File: config.mk
export PLATFORM = sky130hd
export DESIGN_NAME = dead_reckoning_odometry_top
export DESIGN_NICKNAME = d
export VERILOG_FILES = /design/src/sv/dro_pkg.sv /design/src/sv/dro_cordic.sv /design/src/sv/dead_reckoning_odometry_top.sv
export VERILOG_INCLUDE_DIRS = /design/src /design/src/sv
export SDC_FILE = /design/constraint.sdc
export NUM_CORES = 2
export LEC_CHECK = 0
export BUFFER_PORTS_ARGS = -buffer_cell sky130_fd_sc_hd__buf_2
export CORE_MARGIN = 3
export CORE_UTILIZATION = 55
export DETAILED_ROUTE_END_ITERATION = 8
export GPL_TIMING_DRIVEN = 0
export PLACE_DENSITY = 0.69
export SLEW_MARGIN = 5
export SYNTH_ARGS = -nofsm -noshare
export SYNTH_HDL_FRONTEND = slang
export SYNTH_SLANG_ARGS = --single-unit
File: constraint.sdc
create_clock -name clk_i -period 11.25 [get_ports clk_i]
set_clock_uncertainty 0.1 [all_clocks]
set_input_delay 2.25 -clock clk_i [delete_from_list [all_inputs] [get_ports clk_i]]
set_output_delay 2.25 -clock clk_i [all_outputs]
set_load 0.05 [all_outputs]
File: src/sv/dead_reckoning_odometry_top_assert.svh
// ----------------------------------------------------------------------------
// Assertion macros for the dead-reckoning odometry block
// Short forms for clocked, reset-qualified property checks.
// ----------------------------------------------------------------------------
`ifndef DEAD_RECKONING_ODOMETRY_TOP_ASSERT_SVH
`define DEAD_RECKONING_ODOMETRY_TOP_ASSERT_SVH

// The consequent must hold in the same cycle as the antecedent.
`define DRO_ASSERT_IMPL(name, ante, cons, msg) \
  name: assert property (@(posedge clk_i) disable iff (!rst_ni) (ante) |-> (cons)) \
    else $error(msg);

// The consequent must hold in the cycle after the antecedent.
`define DRO_ASSERT_NEXT(name, ante, cons, msg) \
  name: assert property (@(posedge clk_i) disable iff (!rst_ni) (ante) |=> (cons)) \
    else $error(msg);

`endif

File: src/sv/dro_pkg.sv
// ----------------------------------------------------------------------------
// dro_pkg
// Types, widths, constants and tables shared by the odometry block.
// ----------------------------------------------------------------------------
`timescale 1ns / 1ps
`default_nettype none

package dro_pkg;

  // Field widths
  localparam int COUNT_W    = 32;
  localparam int HEAD_W     = 16;
  localparam int SCALE_W    = 16;
  localparam int POS_W      = 32;

  // Configuration port
  localparam int CFG_IDX_W  = 1;
  localparam int CFG_DATA_W = 16;
  localparam logic [CFG_IDX_W-1:0] CFG_CALIBRATED   = 1'b0;
  localparam logic [CFG_IDX_W-1:0] CFG_TICKS_PER_MM = 1'b1;

  // Item kinds
  localparam logic KIND_INIT = 1'b0;

  // Distance path: D = round(S * 2^FRAC_SHIFT / T)
  localparam int UNIT_SCALE = 256;
  localparam int SUM_W      = COUNT_W + 1;
  localparam int FRAC_SHIFT = 11;
  localparam int NUM_W      = SUM_W + FRAC_SHIFT;

  // Heading path, angles in 0.005 degree units
  localparam int ANG_W        = 18;
  localparam int QUARTER_TURN = 18000;
  localparam int HALF_TURN    = 36000;
  localparam int TURN_MAX     = 9;
  localparam int TURN_IDX_W   = 4;
  localparam int R_W          = 15;

  // r * 8192 / 25 = r * Z_INT + floor(r * Z_FRAC / 25), reciprocal form
  localparam int Z_INT      = 327;
  localparam int Z_FRAC     = 17;
  localparam int Z_RECIP    = 671089;
  localparam int Z_FRAC_MUL = Z_FRAC * Z_RECIP;
  localparam int Z_SHIFT    = 24;
  localparam int ZP_W       = 39;

  // CORDIC
  localparam int CORDIC_STEPS = 16;
  localparam int STEP_W       = 4;
  localparam int ATAN_W       = 22;
  localparam int Z_W          = 26;
  localparam int CORD_W       = 34;
  localparam logic signed [CORD_W-1:0] CORDIC_X0 = 34'sd652032874;
  localparam int Q16_ROUND    = 8192;
  localparam int Q16_SHIFT    = 14;
  localparam int FAC_W        = 18;

  // Position update
  localparam int HALF_W    = NUM_W / 2;
  localparam int PROD_W    = HALF_W + FAC_W;
  localparam int MAG_W     = NUM_W + FAC_W;
  localparam int POS_ROUND = 32768;
  localparam int POS_SHIFT = 16;
  localparam int RND_W     = MAG_W - POS_SHIFT;
  localparam int DELTA_W   = RND_W + 1;
  localparam int SAT_W     = DELTA_W + 1;

  typedef struct packed {
    logic                      kind;
    logic signed [COUNT_W-1:0] left_count;
    logic signed [COUNT_W-1:0] right_count;
    logic [HEAD_W-1:0]         heading_cdeg;
  } in_item_t;

  typedef struct packed {
    logic signed [POS_W-1:0] pos_x;
    logic signed [POS_W-1:0] pos_y;
  } out_item_t;

  // Cosine and sine as magnitude and sign, Q16
  typedef struct packed {
    logic [FAC_W-1:0] c_mag;
    logic             c_neg;
    logic [FAC_W-1:0] s_mag;
    logic             s_neg;
  } trig_t;

  typedef struct packed {
    logic busy;
    logic done;
  } cord_stat_t;

  // Arctangent of 2^-i in degrees * 2^16
  function automatic logic [ATAN_W-1:0] atan_deg16(input logic [STEP_W-1:0] idx);
    logic [ATAN_W-1:0] val;
    case (idx)
      4'd0:    val = 22'd2949120;
      4'd1:    val = 22'd1740967;
      4'd2:    val = 22'd919879;
      4'd3:    val = 22'd466945;
      4'd4:    val = 22'd234379;
      4'd5:    val = 22'd117304;
      4'd6:    val = 22'd58666;
      4'd7:    val = 22'd29335;
      4'd8:    val = 22'd14668;
      4'd9:    val = 22'd7334;
      4'd10:   val = 22'd3667;
      4'd11:   val = 22'd1833;
      4'd12:   val = 22'd917;
      4'd13:   val = 22'd458;
      4'd14:   val = 22'd229;
      4'd15:   val = 22'd115;
      default: val = '0;
    endcase
    return val;
  endfunction

endpackage

`default_nettype wire

File: src/sv/dro_cordic.sv
// ----------------------------------------------------------------------------
// dro_cordic
// Iterative CORDIC giving cosine and sine in Q16 of an angle in 0.005 degree.
// ----------------------------------------------------------------------------
`timescale 1ns / 1ps
`default_nettype none

module dro_cordic (
  input  logic                        clk_i,
  input  logic                        rst_ni,
  input  logic                        start_i,
  input  logic [dro_pkg::ANG_W-1:0]   ang_i,
  output dro_pkg::trig_t              trig_o,
  output dro_pkg::cord_stat_t         stat_o
);

  localparam int SEQ_ZPROD  = 0;
  localparam int SEQ_ZINIT  = 1;
  localparam int SEQ_ITER   = 2;
  localparam int SEQ_FINISH = SEQ_ITER + dro_pkg::CORDIC_STEPS;
  localparam int SEQ_W      = $clog2(SEQ_FINISH + 1);

  localparam logic [1:0] QUAD_0 = 2'd0;
  localparam logic [1:0] QUAD_1 = 2'd1;
  localparam logic [1:0] QUAD_2 = 2'd2;
  localparam logic [1:0] QUAD_3 = 2'd3;

  logic                                  busy_q, done_q;
  logic [SEQ_W-1:0]                      seq_q;
  logic [1:0]                            quad_q;
  logic [dro_pkg::R_W-1:0]               r_q;
  logic [dro_pkg::ZP_W-1:0]              zp_q;
  logic signed [dro_pkg::CORD_W-1:0]     x_q, y_q;
  logic signed [dro_pkg::Z_W-1:0]        z_q;
  dro_pkg::trig_t                        trig_q, trig_d;

  logic [dro_pkg::TURN_IDX_W-1:0]        turn_k;
  logic [dro_pkg::ANG_W-1:0]             turn_base;
  logic [dro_pkg::R_W-1:0]               r_red;
  logic [dro_pkg::STEP_W-1:0]            it_idx;
  logic signed [dro_pkg::CORD_W-1:0]     xs, ys, rx, ry;
  logic signed [dro_pkg::Z_W-1:0]        atan_z;
  logic [dro_pkg::FAC_W-1:0]             cq, sq;

  // Quarter-turn index by parallel compares; the angle is below ten quarter turns.
  always_comb begin
    turn_k    = '0;
    turn_base = '0;
    for (int j = 1; j <= dro_pkg::TURN_MAX; j++) begin
      if (ang_i >= dro_pkg::ANG_W'(j * dro_pkg::QUARTER_TURN)) begin
        turn_k    = dro_pkg::TURN_IDX_W'(j);
        turn_base = dro_pkg::ANG_W'(j * dro_pkg::QUARTER_TURN);
      end
    end
  end

  assign r_red  = dro_pkg::R_W'(ang_i - turn_base);
  assign it_idx = dro_pkg::STEP_W'(seq_q - SEQ_W'(SEQ_ITER));
  assign xs     = x_q >>> it_idx;
  assign ys     = y_q >>> it_idx;
  assign atan_z = $signed(dro_pkg::Z_W'(dro_pkg::atan_deg16(it_idx)));

  // Round to Q16 (floor of the shifted sum), negative results clamp to zero.
  assign rx = (x_q + dro_pkg::CORD_W'(dro_pkg::Q16_ROUND)) >>> dro_pkg::Q16_SHIFT;
  assign ry = (y_q + dro_pkg::CORD_W'(dro_pkg::Q16_ROUND)) >>> dro_pkg::Q16_SHIFT;
  assign cq = rx[dro_pkg::CORD_W-1] ? '0 : rx[dro_pkg::FAC_W-1:0];
  assign sq = ry[dro_pkg::CORD_W-1] ? '0 : ry[dro_pkg::FAC_W-1:0];

  always_comb begin
    trig_d = '0;
    case (quad_q)
      QUAD_0: begin
        trig_d.c_mag = cq; trig_d.c_neg = 1'b0;
        trig_d.s_mag = sq; trig_d.s_neg = 1'b0;
      end
      QUAD_1: begin
        trig_d.c_mag = sq; trig_d.c_neg = 1'b1;
        trig_d.s_mag = cq; trig_d.s_neg = 1'b0;
      end
      QUAD_2: begin
        trig_d.c_mag = cq; trig_d.c_neg = 1'b1;
        trig_d.s_mag = sq; trig_d.s_neg = 1'b1;
      end
      QUAD_3: begin
        trig_d.c_mag = sq; trig_d.c_neg = 1'b0;
        trig_d.s_mag = cq; trig_d.s_neg = 1'b1;
      end
      default: trig_d = '0;
    endcase
  end

  always_ff @(posedge clk_i or negedge rst_ni) begin
    if (!rst_ni) begin
      busy_q <= 1'b0;
      done_q <= 1'b0;
      seq_q  <= '0;
    end else if (start_i) begin
      busy_q <= 1'b1;
      done_q <= 1'b0;
      seq_q  <= '0;
    end else if (busy_q) begin
      seq_q <= seq_q + 1'b1;
      if (seq_q == SEQ_W'(SEQ_FINISH)) begin
        busy_q <= 1'b0;
        done_q <= 1'b1;
      end
    end
  end

  always_ff @(posedge clk_i) begin
    if (start_i) begin
      quad_q <= turn_k[1:0];
      r_q    <= r_red;
    end else if (busy_q) begin
      if (seq_q == SEQ_W'(SEQ_ZPROD)) begin
        zp_q <= dro_pkg::ZP_W'(r_q) * dro_pkg::ZP_W'(dro_pkg::Z_FRAC_MUL);
      end else if (seq_q == SEQ_W'(SEQ_ZINIT)) begin
        z_q <= $signed(dro_pkg::Z_W'(r_q) * dro_pkg::Z_W'(dro_pkg::Z_INT)
                       + dro_pkg::Z_W'(zp_q >> dro_pkg::Z_SHIFT));
        x_q <= dro_pkg::CORDIC_X0;
        y_q <= '0;
      end else if (seq_q == SEQ_W'(SEQ_FINISH)) begin
        trig_q <= trig_d;
      end else if (!z_q[dro_pkg::Z_W-1]) begin
        x_q <= x_q - ys;
        y_q <= y_q + xs;
        z_q <= z_q - atan_z;
      end else begin
        x_q <= x_q + ys;
        y_q <= y_q - xs;
        z_q <= z_q + atan_z;
      end
    end
  end

  assign trig_o      = trig_q;
  assign stat_o.busy = busy_q;
  assign stat_o.done = done_q;

endmodule

`default_nettype wire

File: src/sv/dead_reckoning_odometry_top.sv
// An update item passes DELTA, the 44-step restoring divider with the CORDIC inside it, the
// multiplier steps and DONE; an init item goes from DELTA straight to DONE. No new item is
// taken until the last one's result has been handed to the output register.
// A finished result waits in the output register while the next item is taken.
// Reset (asynchronous, active low) clears the position, the last sample and the
// configuration registers (uncalibrated, scale 1.0); an item is taken from the first edge.
// ----------------------------------------------------------------------------
// dead_reckoning_odometry_top
// Differential-drive odometry from wheel encoder counts and a compass heading.
// ----------------------------------------------------------------------------
`timescale 1ns / 1ps
`default_nettype none
`include "dead_reckoning_odometry_top_assert.svh"

module dead_reckoning_odometry_top (
  input  logic                              clk_i,
  input  logic                              rst_ni,
  input  logic                              in_valid_i,
  output logic                              in_stall_o,
  input  dro_pkg::in_item_t                 in_item_i,
  output logic                              out_valid_o,
  input  logic                              out_stall_i,
  output dro_pkg::out_item_t                out_item_o,
  input  logic                              cfg_we_i,
  input  logic [dro_pkg::CFG_IDX_W-1:0]     cfg_idx_i,
  input  logic [dro_pkg::CFG_DATA_W-1:0]    cfg_wdata_i
);

  // Sequencer states. An update item runs DELTA, CALC, MUL and DONE in turn;
  // an init item goes straight from DELTA to DONE.
  localparam logic [2:0] ST_IDLE  = 3'd0;
  localparam logic [2:0] ST_DELTA = 3'd1;
  localparam logic [2:0] ST_CALC  = 3'd2;
  localparam logic [2:0] ST_MUL   = 3'd3;
  localparam logic [2:0] ST_DONE  = 3'd4;

  // The step counter covers one setup step and then one quotient bit per cycle.
  localparam int CNT_W = $clog2(dro_pkg::NUM_W + 1);
  localparam logic [CNT_W-1:0] CALC_LAST = CNT_W'(dro_pkg::NUM_W);

  // Steps of the position update, run once for X and once for Y.
  localparam logic [CNT_W-1:0] MS_LO  = CNT_W'(0);
  localparam logic [CNT_W-1:0] MS_HI  = CNT_W'(1);
  localparam logic [CNT_W-1:0] MS_ADD = CNT_W'(2);
  localparam logic [CNT_W-1:0] MS_RND = CNT_W'(3);
  localparam logic [CNT_W-1:0] MS_NEG = CNT_W'(4);
  localparam logic [CNT_W-1:0] MS_SAT = CNT_W'(5);

  localparam logic signed [dro_pkg::SAT_W-1:0] SAT_HI =
    {{(dro_pkg::SAT_W - dro_pkg::POS_W + 1){1'b0}}, {(dro_pkg::POS_W - 1){1'b1}}};
  localparam logic signed [dro_pkg::SAT_W-1:0] SAT_LO =
    {{(dro_pkg::SAT_W - dro_pkg::POS_W + 1){1'b1}}, {(dro_pkg::POS_W - 1){1'b0}}};

  // Control and model state
  logic [2:0]                              state_q, state_d;
  logic [CNT_W-1:0]                        cnt_q, cnt_d;
  logic                                    coord_q, coord_d;
  logic                                    cal_q;
  logic [dro_pkg::SCALE_W-1:0]             tpm_q;
  logic [dro_pkg::COUNT_W-1:0]             prev_left_q, prev_left_d;
  logic [dro_pkg::COUNT_W-1:0]             prev_right_q, prev_right_d;
  logic [dro_pkg::HEAD_W-1:0]              prev_head_q, prev_head_d;
  logic signed [dro_pkg::POS_W-1:0]        acc_x_q, acc_x_d, acc_y_q, acc_y_d;
  logic                                    out_valid_q, out_valid_d;

  // Datapath registers
  dro_pkg::in_item_t                       item_q, item_d;
  dro_pkg::out_item_t                      out_q, out_d;
  logic signed [dro_pkg::SUM_W-1:0]        sum_q, sum_d;
  logic [dro_pkg::ANG_W-1:0]               ang_q, ang_d;
  logic [dro_pkg::NUM_W-1:0]               num_q, num_d;
  logic [dro_pkg::SCALE_W-1:0]             rem_q, rem_d;
  logic                                    dneg_q, dneg_d;
  logic [dro_pkg::PROD_W-1:0]              prod_q, prod_d;
  logic [dro_pkg::MAG_W-1:0]               mag_q, mag_d;
  logic [dro_pkg::RND_W-1:0]               rnd_q, rnd_d;
  logic signed [dro_pkg::DELTA_W-1:0]      delta_q, delta_d;

  // Combinational helpers
  logic [dro_pkg::SCALE_W-1:0]             t_scale;
  logic [dro_pkg::COUNT_W-1:0]             dl, dr;
  logic                                    turn_wrap;
  logic [dro_pkg::SUM_W-1:0]               smag;
  logic [dro_pkg::SCALE_W:0]               trial;
  logic                                    trial_ge;
  logic [dro_pkg::HALF_W-1:0]              mul_half;
  logic [dro_pkg::FAC_W-1:0]               fac;
  logic                                    fac_neg;
  logic [dro_pkg::MAG_W-1:0]               mag_rnd;
  logic signed [dro_pkg::POS_W-1:0]        acc_sel, acc_new;
  logic signed [dro_pkg::SAT_W-1:0]        sat_sum;

  logic                                    cord_start;
  dro_pkg::trig_t                          trig;
  dro_pkg::cord_stat_t                     cord_stat;

  // Configuration registers. The user must write them only while the block is idle; the block does not enforce it.
  always_ff @(posedge clk_i or negedge rst_ni) begin
    if (!rst_ni) begin
      cal_q <= 1'b0;
      tpm_q <= dro_pkg::SCALE_W'(dro_pkg::UNIT_SCALE);
    end else if (cfg_we_i) begin
      case (cfg_idx_i)
        dro_pkg::CFG_CALIBRATED:   cal_q <= cfg_wdata_i[0];
        dro_pkg::CFG_TICKS_PER_MM: tpm_q <= cfg_wdata_i;
        default: ;
      endcase
    end
  end

  // A zero scale or an uncalibrated setting means one tick per millimetre (Q8.8 1.0).
  assign t_scale = (cal_q && (tpm_q != '0)) ? tpm_q
                                            : dro_pkg::SCALE_W'(dro_pkg::UNIT_SCALE);

  // Encoder deltas wrap modulo 2^32 and are read as signed.
  assign dl = dro_pkg::COUNT_W'(item_q.left_count - prev_left_q);
  assign dr = dro_pkg::COUNT_W'(item_q.right_count - prev_right_q);

  // The circular mean needs a half turn added when the two headings lie more
  // than 180 degrees apart; exactly 180 degrees apart adds nothing.
  assign turn_wrap =
    ({1'b0, item_q.heading_cdeg} >
       ({1'b0, prev_head_q} + (dro_pkg::HEAD_W + 1)'(dro_pkg::QUARTER_TURN))) ||
    ({1'b0, prev_head_q} >
       ({1'b0, item_q.heading_cdeg} + (dro_pkg::HEAD_W + 1)'(dro_pkg::QUARTER_TURN)));

  // Magnitude of the tick sum; the most negative sum maps to 2^32 as it should.
  assign smag = sum_q[dro_pkg::SUM_W-1] ? dro_pkg::SUM_W'(-sum_q) : dro_pkg::SUM_W'(sum_q);

  // One restoring division step: shift in the next numerator bit and try T.
  assign trial    = {rem_q, num_q[dro_pkg::NUM_W-1]};
  assign trial_ge = trial >= {1'b0, t_scale};

  // The distance magnitude is multiplied in two halves by the Q16 factor.
  assign mul_half = (cnt_q == MS_LO) ? num_q[dro_pkg::HALF_W-1:0]
                                     : num_q[dro_pkg::NUM_W-1:dro_pkg::HALF_W];
  assign fac      = coord_q ? trig.s_mag : trig.c_mag;
  assign fac_neg  = coord_q ? trig.s_neg : trig.c_neg;
  assign mag_rnd  = mag_q + dro_pkg::MAG_W'(dro_pkg::POS_ROUND);

  // Saturating add of the rounded step to the selected coordinate.
  assign acc_sel = coord_q ? acc_y_q : acc_x_q;
  assign sat_sum = {{(dro_pkg::SAT_W - dro_pkg::POS_W){acc_sel[dro_pkg::POS_W-1]}}, acc_sel}
                 + {delta_q[dro_pkg::DELTA_W-1], delta_q};
  assign acc_new = (sat_sum > SAT_HI) ? SAT_HI[dro_pkg::POS_W-1:0] :
                   (sat_sum < SAT_LO) ? SAT_LO[dro_pkg::POS_W-1:0] :
                                        sat_sum[dro_pkg::POS_W-1:0];

  always_comb begin
    state_d      = state_q;
    cnt_d        = cnt_q;
    coord_d      = coord_q;
    prev_left_d  = prev_left_q;
    prev_right_d = prev_right_q;
    prev_head_d  = prev_head_q;
    acc_x_d      = acc_x_q;
    acc_y_d      = acc_y_q;
    item_d       = item_q;
    sum_d        = sum_q;
    ang_d        = ang_q;
    num_d        = num_q;
    rem_d        = rem_q;
    dneg_d       = dneg_q;
    prod_d       = prod_q;
    mag_d        = mag_q;
    rnd_d        = rnd_q;
    delta_d      = delta_q;
    out_d        = out_q;
    out_valid_d  = out_valid_q && out_stall_i;
    cord_start   = 1'b0;

    case (state_q)
      ST_IDLE: begin
        if (in_valid_i) begin
          item_d  = in_item_i;
          state_d = ST_DELTA;
        end
      end

      // Form the tick sum and the doubled heading, and take the new sample as
      // the last one. An init item only clears the position.
      ST_DELTA: begin
        sum_d = $signed({dl[dro_pkg::COUNT_W-1], dl}) + $signed({dr[dro_pkg::COUNT_W-1], dr});
        ang_d = dro_pkg::ANG_W'(item_q.heading_cdeg) + dro_pkg::ANG_W'(prev_head_q)
              + (turn_wrap ? dro_pkg::ANG_W'(dro_pkg::HALF_TURN) : '0);
        prev_left_d  = item_q.left_count;
        prev_right_d = item_q.right_count;
        prev_head_d  = item_q.heading_cdeg;
        if (item_q.kind == dro_pkg::KIND_INIT) begin
          acc_x_d = '0;
          acc_y_d = '0;
          state_d = ST_DONE;
        end else begin
          cnt_d   = '0;
          state_d = ST_CALC;
        end
      end

      // Step 0 loads the divider and starts the CORDIC; then one quotient bit
      // per cycle. The CORDIC finishes well inside the division.
      ST_CALC: begin
        if (cnt_q == '0) begin
          dneg_d     = sum_q[dro_pkg::SUM_W-1];
          num_d      = {smag, {dro_pkg::FRAC_SHIFT{1'b0}}}
                     + dro_pkg::NUM_W'(t_scale >> 1);
          rem_d      = '0;
          cord_start = 1'b1;
        end else begin
          num_d = {num_q[dro_pkg::NUM_W-2:0], trial_ge};
          rem_d = trial_ge ? dro_pkg::SCALE_W'(trial - {1'b0, t_scale})
                           : trial[dro_pkg::SCALE_W-1:0];
        end
        if (cnt_q == CALC_LAST) begin
          cnt_d   = '0;
          coord_d = 1'b0;
          state_d = ST_MUL;
        end else begin
          cnt_d = cnt_q + 1'b1;
        end
      end

      // X first, then Y: two partial products, their sum, rounding of the
      // magnitude, the sign, and the saturating add.
      ST_MUL: begin
        cnt_d = cnt_q + 1'b1;
        case (cnt_q)
          MS_LO: begin
            prod_d = dro_pkg::PROD_W'(mul_half) * dro_pkg::PROD_W'(fac);
          end
          MS_HI: begin
            mag_d  = dro_pkg::MAG_W'(prod_q);
            prod_d = dro_pkg::PROD_W'(mul_half) * dro_pkg::PROD_W'(fac);
          end
          MS_ADD: begin
            mag_d = mag_q + (dro_pkg::MAG_W'(prod_q) << dro_pkg::HALF_W);
          end
          MS_RND: begin
            rnd_d = mag_rnd[dro_pkg::MAG_W-1:dro_pkg::POS_SHIFT];
          end
          MS_NEG: begin
            delta_d = (dneg_q ^ fac_neg) ? -$signed({1'b0, rnd_q}) : $signed({1'b0, rnd_q});
          end
          MS_SAT: begin
            cnt_d = '0;
            if (coord_q) begin
              acc_y_d = acc_new;
              state_d = ST_DONE;
            end else begin
              acc_x_d = acc_new;
              coord_d = 1'b1;
            end
          end
          default: cnt_d = '0;
        endcase
      end

      // Hand the position to the output register once it is free.
      ST_DONE: begin
        if (!out_valid_q || !out_stall_i) begin
          out_d.pos_x = acc_x_q;
          out_d.pos_y = acc_y_q;
          out_valid_d = 1'b1;
          state_d     = ST_IDLE;
        end
      end

      default: state_d = ST_IDLE;
    endcase
  end

  always_ff @(posedge clk_i or negedge rst_ni) begin
    if (!rst_ni) begin
      state_q      <= ST_IDLE;
      cnt_q        <= '0;
      coord_q      <= 1'b0;
      prev_left_q  <= '0;
      prev_right_q <= '0;
      prev_head_q  <= '0;
      acc_x_q      <= '0;
      acc_y_q      <= '0;
      out_valid_q  <= 1'b0;
    end else begin
      state_q      <= state_d;
      cnt_q        <= cnt_d;
      coord_q      <= coord_d;
      prev_left_q  <= prev_left_d;
      prev_right_q <= prev_right_d;
      prev_head_q  <= prev_head_d;
      acc_x_q      <= acc_x_d;
      acc_y_q      <= acc_y_d;
      out_valid_q  <= out_valid_d;
    end
  end

  always_ff @(posedge clk_i) begin
    item_q  <= item_d;
    sum_q   <= sum_d;
    ang_q   <= ang_d;
    num_q   <= num_d;
    rem_q   <= rem_d;
    dneg_q  <= dneg_d;
    prod_q  <= prod_d;
    mag_q   <= mag_d;
    rnd_q   <= rnd_d;
    delta_q <= delta_d;
    out_q   <= out_d;
  end

  dro_cordic u_cordic (
    .clk_i   (clk_i),
    .rst_ni  (rst_ni),
    .start_i (cord_start),
    .ang_i   (ang_q),
    .trig_o  (trig),
    .stat_o  (cord_stat)
  );

  assign in_stall_o  = (state_q != ST_IDLE);
  assign out_valid_o = out_valid_q;
  assign out_item_o  = out_q;

  // The CORDIC result must be ready by the last division step.
  `DRO_ASSERT_IMPL(a_cordic_ready, (state_q == ST_CALC) && (cnt_q == CALC_LAST), cord_stat.done, "CORDIC not finished when division ends")
  // A finished division leaves a remainder below the divisor.
  `DRO_ASSERT_IMPL(a_div_rem, state_q == ST_MUL, rem_q < t_scale, "division remainder out of range")
  // The CORDIC sequencer is never left running once the block is idle.
  `DRO_ASSERT_IMPL(a_cordic_idle, state_q == ST_IDLE, !cord_stat.busy, "CORDIC busy while idle")
  // The position changes only while an item is being worked on.
  `DRO_ASSERT_NEXT(a_acc_hold, (state_q != ST_MUL) && (state_q != ST_DELTA), $stable(acc_x_q) && $stable(acc_y_q), "position changed outside an update")

endmodule

`default_nettype wire

**After elaboration in Yosys (flattened, before gate mapping)**

Memories as Yosys holds them, arrays and structs flattened.
Index checks and enable logic that the tools add are counted.

- Add/sub/neg operators: 27
- Multipliers: 3
- Div/mod/pow operators: 0
- Order comparisons: 14
- Eq/ne operators: 24
- Shift-type cells: 2
- Muxes and demuxes: 70
- Bitwise logic cells: 5
- Reduce and logical (&&, ||, !) cells: 37

Operators by type and width:

| kind | count |
|---|---|
| 32-bit two-way mux | 8 |
| 38-bit one-hot mux with 4 select lines | 1 |
| 34-bit two-way mux | 4 |
| 15-bit two-way mux | 9 |
| 32-bit one-hot mux with 2 select lines | 2 |
| 62-bit one-hot mux with 2 select lines | 1 |
| 26-bit two-way mux | 3 |
| 18-bit by 17-bit >= comparator with 1-bit output (second input constant) | 4 |
| 34-bit by 15-bit adder with 34-bit output (second input constant) | 2 |
| 34-bit adder | 2 |
| 34-bit by 4-bit >>> shifter with 34-bit output | 2 |
| 34-bit subtractor | 2 |
| 32-bit subtractor | 2 |
| 62-bit by 16-bit adder with 62-bit output (second input constant) | 1 |
| 62-bit adder | 1 |
| 18-bit two-way mux | 3 |
| 32-bit by 47-bit adder with 48-bit output | 1 |
| 48-bit by 32-bit greater-than comparator with 1-bit output (second input constant) | 1 |
| 48-bit by 32-bit less-than comparator with 1-bit output (second input constant) | 1 |
| 16-bit two-way mux | 3 |
| 46-bit negator with 47-bit output | 1 |
| 46-bit two-way mux | 1 |
| 44-bit by 15-bit adder with 44-bit output | 1 |
| 44-bit two-way mux | 1 |
| 61 further kinds | 125 |

- Register bits after elaboration: 818
- Bits in latches: 0
- Memory bits (writable): 0
- ROM bits: 352
- Input bits: 103
- Output and inout port bits: 66
- Logic and storage cells: 223
- Memories: 1

Memories:

| memory | depth | width | read ports | clocked after Yosys merged registers in | wr ports | line | source |
|---|---|---|---|---|---|---|---|
| (name not given) | 16 | 22 | 1 | 0 | 0 | dro_pkg.sv:96 | `case (idx)` |

**Longest topological paths before layout**

- Word-level depth: 11
- Gate-level depth with buffers: 37
- Gate-level depth less buffers: 30

**Modules after synthesis**

A second synthesis with hierarchy kept.

- Cell total of the unflattened synthesis: 7,721
- Area, all modules: 74,471.4 µm²

By module, submodules not included:

| module | times used | cells each | area an instance (µm²) | seq. area each (µm²) |
|---|---|---|---|---|
| dead_reckoning_odometry_top | 1 | 5,179 | 50,010.5 | 17,428.0 |
| dro_cordic | 1 | 2,542 | 24,461.0 | 5,099.9 |

**Worst setup path before layout**

OpenSTA, ideal clock, no wires.

- Path kind: register -> register
- Start: register cnt_q[3]
- End: register prod_q[39] (netlist bit), data pin
- Setup time: 0.260 ns
- Arrival: 7.896 ns
- Required time: 10.890 ns
- Path slack: 2.994 ns
- Stages on the path, launching flop included: 31
- Path buffers: 3
- Clock period less this slack: 8.256 ns
- Path through: dfrtp_1 > or3_1 > nor2_1 > and2_1 > clkbuf_1 > clkbuf_1 > nand2_1 > nand2_1 > clkbuf_1 > nand2_1 > fa_1 > inv_1 > fa_1 > fa_1 > fa_1 > fa_1 > inv_1 > fa_1 > inv_1 > ha_1 > a21o_1 > a21o_1 > a21o_1 > a21oi_1 > o21ai_0 > o41ai_1 > o31ai_1 > o31ai_1 > o21ai_0 > a21oi_1 > xnor2_1

- Longest elaborated chain between the ends: 3

RTL lines:

| element | line | source |
|---|---|---|
| start: declaration | dead_reckoning_odometry_top.sv:56 | `logic [CNT_W-1:0] cnt_q, cnt_d;` |
| start signal: assignment | dead_reckoning_odometry_top.sv:284 | `cnt_q <= cnt_d;` |
| 6-bit zero test | dead_reckoning_odometry_top.sv:135, dead_reckoning_odometry_top.sv:226 |  |
| 22-bit two-way mux | dead_reckoning_odometry_top.sv:135 | `assign mul_half = (cnt_q == MS_LO) ? num_q[dro_pkg::HALF_W-1:0]` |
| 22-bit by 18-bit multiplier with 40-bit output | dead_reckoning_odometry_top.sv:228, dead_reckoning_odometry_top.sv:232 |  |
| end signal: assignment | dead_reckoning_odometry_top.sv:302 | `prod_q <= prod_d;` |
| end: declaration | dead_reckoning_odometry_top.sv:74 | `logic [dro_pkg::PROD_W-1:0] prod_q, prod_d;` |

Every way passes these cells.
A chain may end at the register's enable or synchronous reset.

**Worst setup path in the final report**

- Start: register u_cordic.seq_q[1]
- End: register u_cordic.y_q[33] (netlist bit), data pin

- Longest elaborated chain between the ends: 5
- Elaborated cells between the ends (all ways): 7
- Classes of those cells: add/sub (3); eq/ne (1); shift (1); mux (2)

RTL lines:

| element | line | source |
|---|---|---|
| start: declaration | dro_cordic.sv:29 | `logic [SEQ_W-1:0] seq_q;` |
| start signal: assignment | dro_cordic.sv:102 | `seq_q <= seq_q + 1'b1;` |
| 4-bit by 2-bit subtractor with 4-bit output | dro_cordic.sv:58 | `assign it_idx = dro_pkg::STEP_W'(seq_q - SEQ_W'(SEQ_ITER));` |
| 34-bit by 4-bit >>> shifter with 34-bit output | dro_cordic.sv:59 | `assign xs = x_q >>> it_idx;` |
| 34-bit adder or 34-bit subtractor (tied branches) | dro_cordic.sv:126, dro_cordic.sv:130 |  |
| 34-bit two-way mux | dro_cordic.sv:124 | `end else if (!z_q[dro_pkg::Z_W-1]) begin` |
| 34-bit two-way mux | dro_cordic.sv:122 | `end else if (seq_q == SEQ_W'(SEQ_FINISH)) begin` |
| end signal: assignment | dro_cordic.sv:126 | `y_q <= y_q + xs;` |
| end signal: assignment | dro_cordic.sv:130 | `y_q <= y_q - xs;` |
| end: declaration | dro_cordic.sv:33 | `logic signed [dro_pkg::CORD_W-1:0] x_q, y_q;` |

Parallel ways exist; a longest one is shown, timed or not. The select of a mux whose other input is x is not followed.

==> flow_summary.toml <==
[floorplanning]
rows = 133
dieArea_um2 = 138000
ios = 169
chipWidth_um = 372
core_um2 = 132000
fp.dieH_um = 372
start_util = 0.556

[routing]
ant_nets = 0
wirelength_mm = 200
via_count = 57700
vias_per_cell = 5.92
drc_errors = 0
routedWlPerCell_um = 20.6
drt_iter0_drc = 4198
first_pass_iters = 5

[place]
io_buffers = 168
gp_congestion = 1.00
dpl.hpwl_mm = 161
pre_cts_slack_ns = 0.465

[critical_path]
endpoint_kind = "flop"
criticalPathCategory = "reg2reg"
max_stage_delay_ns = 0.68
crit_fanout = 10
start_kind = "flop"
cp_data_required_time_ns = 11.59
crit_arrival_ns = 10.97
crit_slowest_cell = "xnor2_1"

[job]
drv_cap = 0

[cells_and_area]
area_growth_pct = 8.93
final_layout_size_suffix_gt1_frac = 0.0761
nNetsFinal = 9165
utilization = 0.606

[clock_network]
cts.sinks = 779
postCtsHoldBufs = 0
clockBufferDepth = 3
clk_pin_slew_ns = 0.06
cts_tree = "done"
cts_root_buffer = "clkbuf_16"
cts-buffers-inserted = 91
worst_skew_pair.late_latency_ns = 0.72
postCtsSetupRepairBufs = 0
htreeDepth = 3
cts_resized = 0

[grt]
grt_pass1_wl_mm = 316
antenna_found_initial = 9
grt.total_usage = 0.290
grt_max_degree = 96
grt_pass1_vias = 58200
gr-total-overflow = 0

[synthesis]
synth.net_count = 8880
ys_seq_area_frac = 0.306
synthCells = 7614
syn_area_per_cell_um2 = 9.65
synthArstFlopShare = 0.228
ys_top_cells_by_area = "edfxtp_1, ha_1, fa_1"
synth_cell_types = 93
synth_area_um2 = 73500
synth_commonest_cells = "inv_1, nand2_1, ha_1, nor2_1, edfxtp_1"
yosys_warnings = 0
synth-edff-count = 601
yosysMostFrequentCell = "inv_1"
ys_ff_latch = 779
yosys.area.top_type_share = 0.246
ys_dominant_reg_cell = "edfxtp_1"
synth.largest_area_cell = "edfxtp_1"

[run_status]
status = "finished clean"

[sta]
hold_viol_final = 0
finalMaxSlewViolations = 0
worst_slack_ns = 0.616
fin_crit_sh = 0.945
setup_viol = 0
finalCriticalPeriod_ns = 10.63
max_freq_mhz = 94.0
setup_tns_ns = 0
tightestPinTransition_ns = 1.33
slew_headroom = 0.111
rsz0062_at_grt = "false"

[hold_path]
hold_path_class = "reg2reg"
-- layer usage --
metal  routed length (µm)  track usage  vias up  share of wire
met5                   40            0        -        0.00020
met4                12500        0.163        6          0.062
met3                12000       0.0454      575          0.060
met2                95700        0.492     1973           0.48
met1                79900        0.351    27900           0.40
li1                     -            -    27300              -
-- worst paths after layout --
| path | to | slack (ns) | cells after the start | start |
|---|---|---|---|---|
| worst max-delay path | u_cordic.y_q[33] | 0.62 | 29 | u_cordic.seq_q[1] |
| worst max register to register | u_cordic.y_q[33] | 0.62 | 29 | u_cordic.seq_q[1] |
| worst min register to register | u_cordic.r_q[0] | 0.32 | 0 | ang_q[0] |
| max in group asynchronous | acc_x_q[31] | 8.47 | 2 | rst_ni |
| min in group asynchronous | prev_left_q[15] | 1.46 | 1 | rst_ni |
| worst min-delay path | u_cordic.r_q[0] | 0.32 | 0 | ang_q[0] |
-- stage by stage --
stage	instance area [µm²]	hold slack, ns	cells
3_5_place_dp	77000	0.308	9561
2_1_floorplan	73500	0.300	7614
6_report	80100	0.322	9734
4_1_cts	80000	0.324	9729
5_1_grt	80100	0.330	9732
3_3_place_gp	76500	0.302	9537
-- registers in the layout, indices dropped and copies added, names as in the netlist, 18 cells and up --
register	flops
acc_x_q	32
acc_y_q	32
ang_q	18
delta_q	47
item_q	81
mag_q	47
num_q	44
out_item_o	64
prev_left_q	32
prev_right_q	32
prod_q	40
rnd_q	46
sum_q	33
u_cordic.trig_o	38
u_cordic.x_q	34
u_cordic.y_q	34
u_cordic.z_q	26
-- critical path: cells and delay by family, from the launching register on --
family	cells	cell delay, ns
flip-flops	1	0.48
adder cells (fa/ha/maj)	2	0.62
XOR/XNOR	3	1.09
buffers and inverters	13	4.87
AND/OR/NAND/NOR	3	0.41
AO/OA/AOI/OAI	8	2.75
-- layout make-up --
type	instances	area, µm²
Fill cell	11200	52100
Multi-Input combinational cell	5789	47000
Sequential cell	779	22500
Inverter	788	2960
Clock buffer	127	2670
Tap cell	1755	2200
Timing Repair Buffer	192	1240
Buffer	258	1090
Clock inverter	41	364
Antenna cell	5	12.5
-- placed cells by master, fill, tap and decap left out, types with 54 or more instances in the layout --
cell | synthesis | final
a21o_1 | 188 | 188
a21oi_1 | 427 | 425
a31oi_1 | 59 | 59
and2_1 | 72 | 72
and3_1 | 67 | 67
buf_2 | 10 | 177
clkbuf_1 | 212 | 227
clkbuf_16 | 0 | 96
dfrtp_1 | 177 | 177
edfxtp_1 | 601 | 601
fa_1 | 445 | 445
ha_1 | 718 | 718
inv_1 | 788 | 785
mux2_2 | 97 | 97
mux2i_1 | 64 | 61
mux4_2 | 75 | 75
nand2_1 | 787 | 787
nand2b_1 | 69 | 69
nand3_1 | 124 | 124
nand4_1 | 68 | 68
nor2_1 | 602 | 599
nor3_1 | 133 | 132
o21a_1 | 65 | 65
o21ai_0 | 397 | 397
o21ai_1 | 54 | 54
xnor2_1 | 379 | 379
xor2_1 | 232 | 232
-- cell families (layout without fill, tap and decap cells) --
kind of cell,Yosys count,after routing,share of synthesized area
xor gates and xnor gates,612,612,0.0730
DFF,779,779,0.306
buffers and inverters,1046,1406,0.0550
adders and majority gates,1163,1163,0.243
other,0,5,0
muxes,257,257,0.0520
AOI/OAI and AO/OA,1604,1604,0.136
and+or+nand+nor,2153,2153,0.134
Power is not shown: default switching activity piles up to over one toggle a cycle in this logic, so the estimate is an artifact.
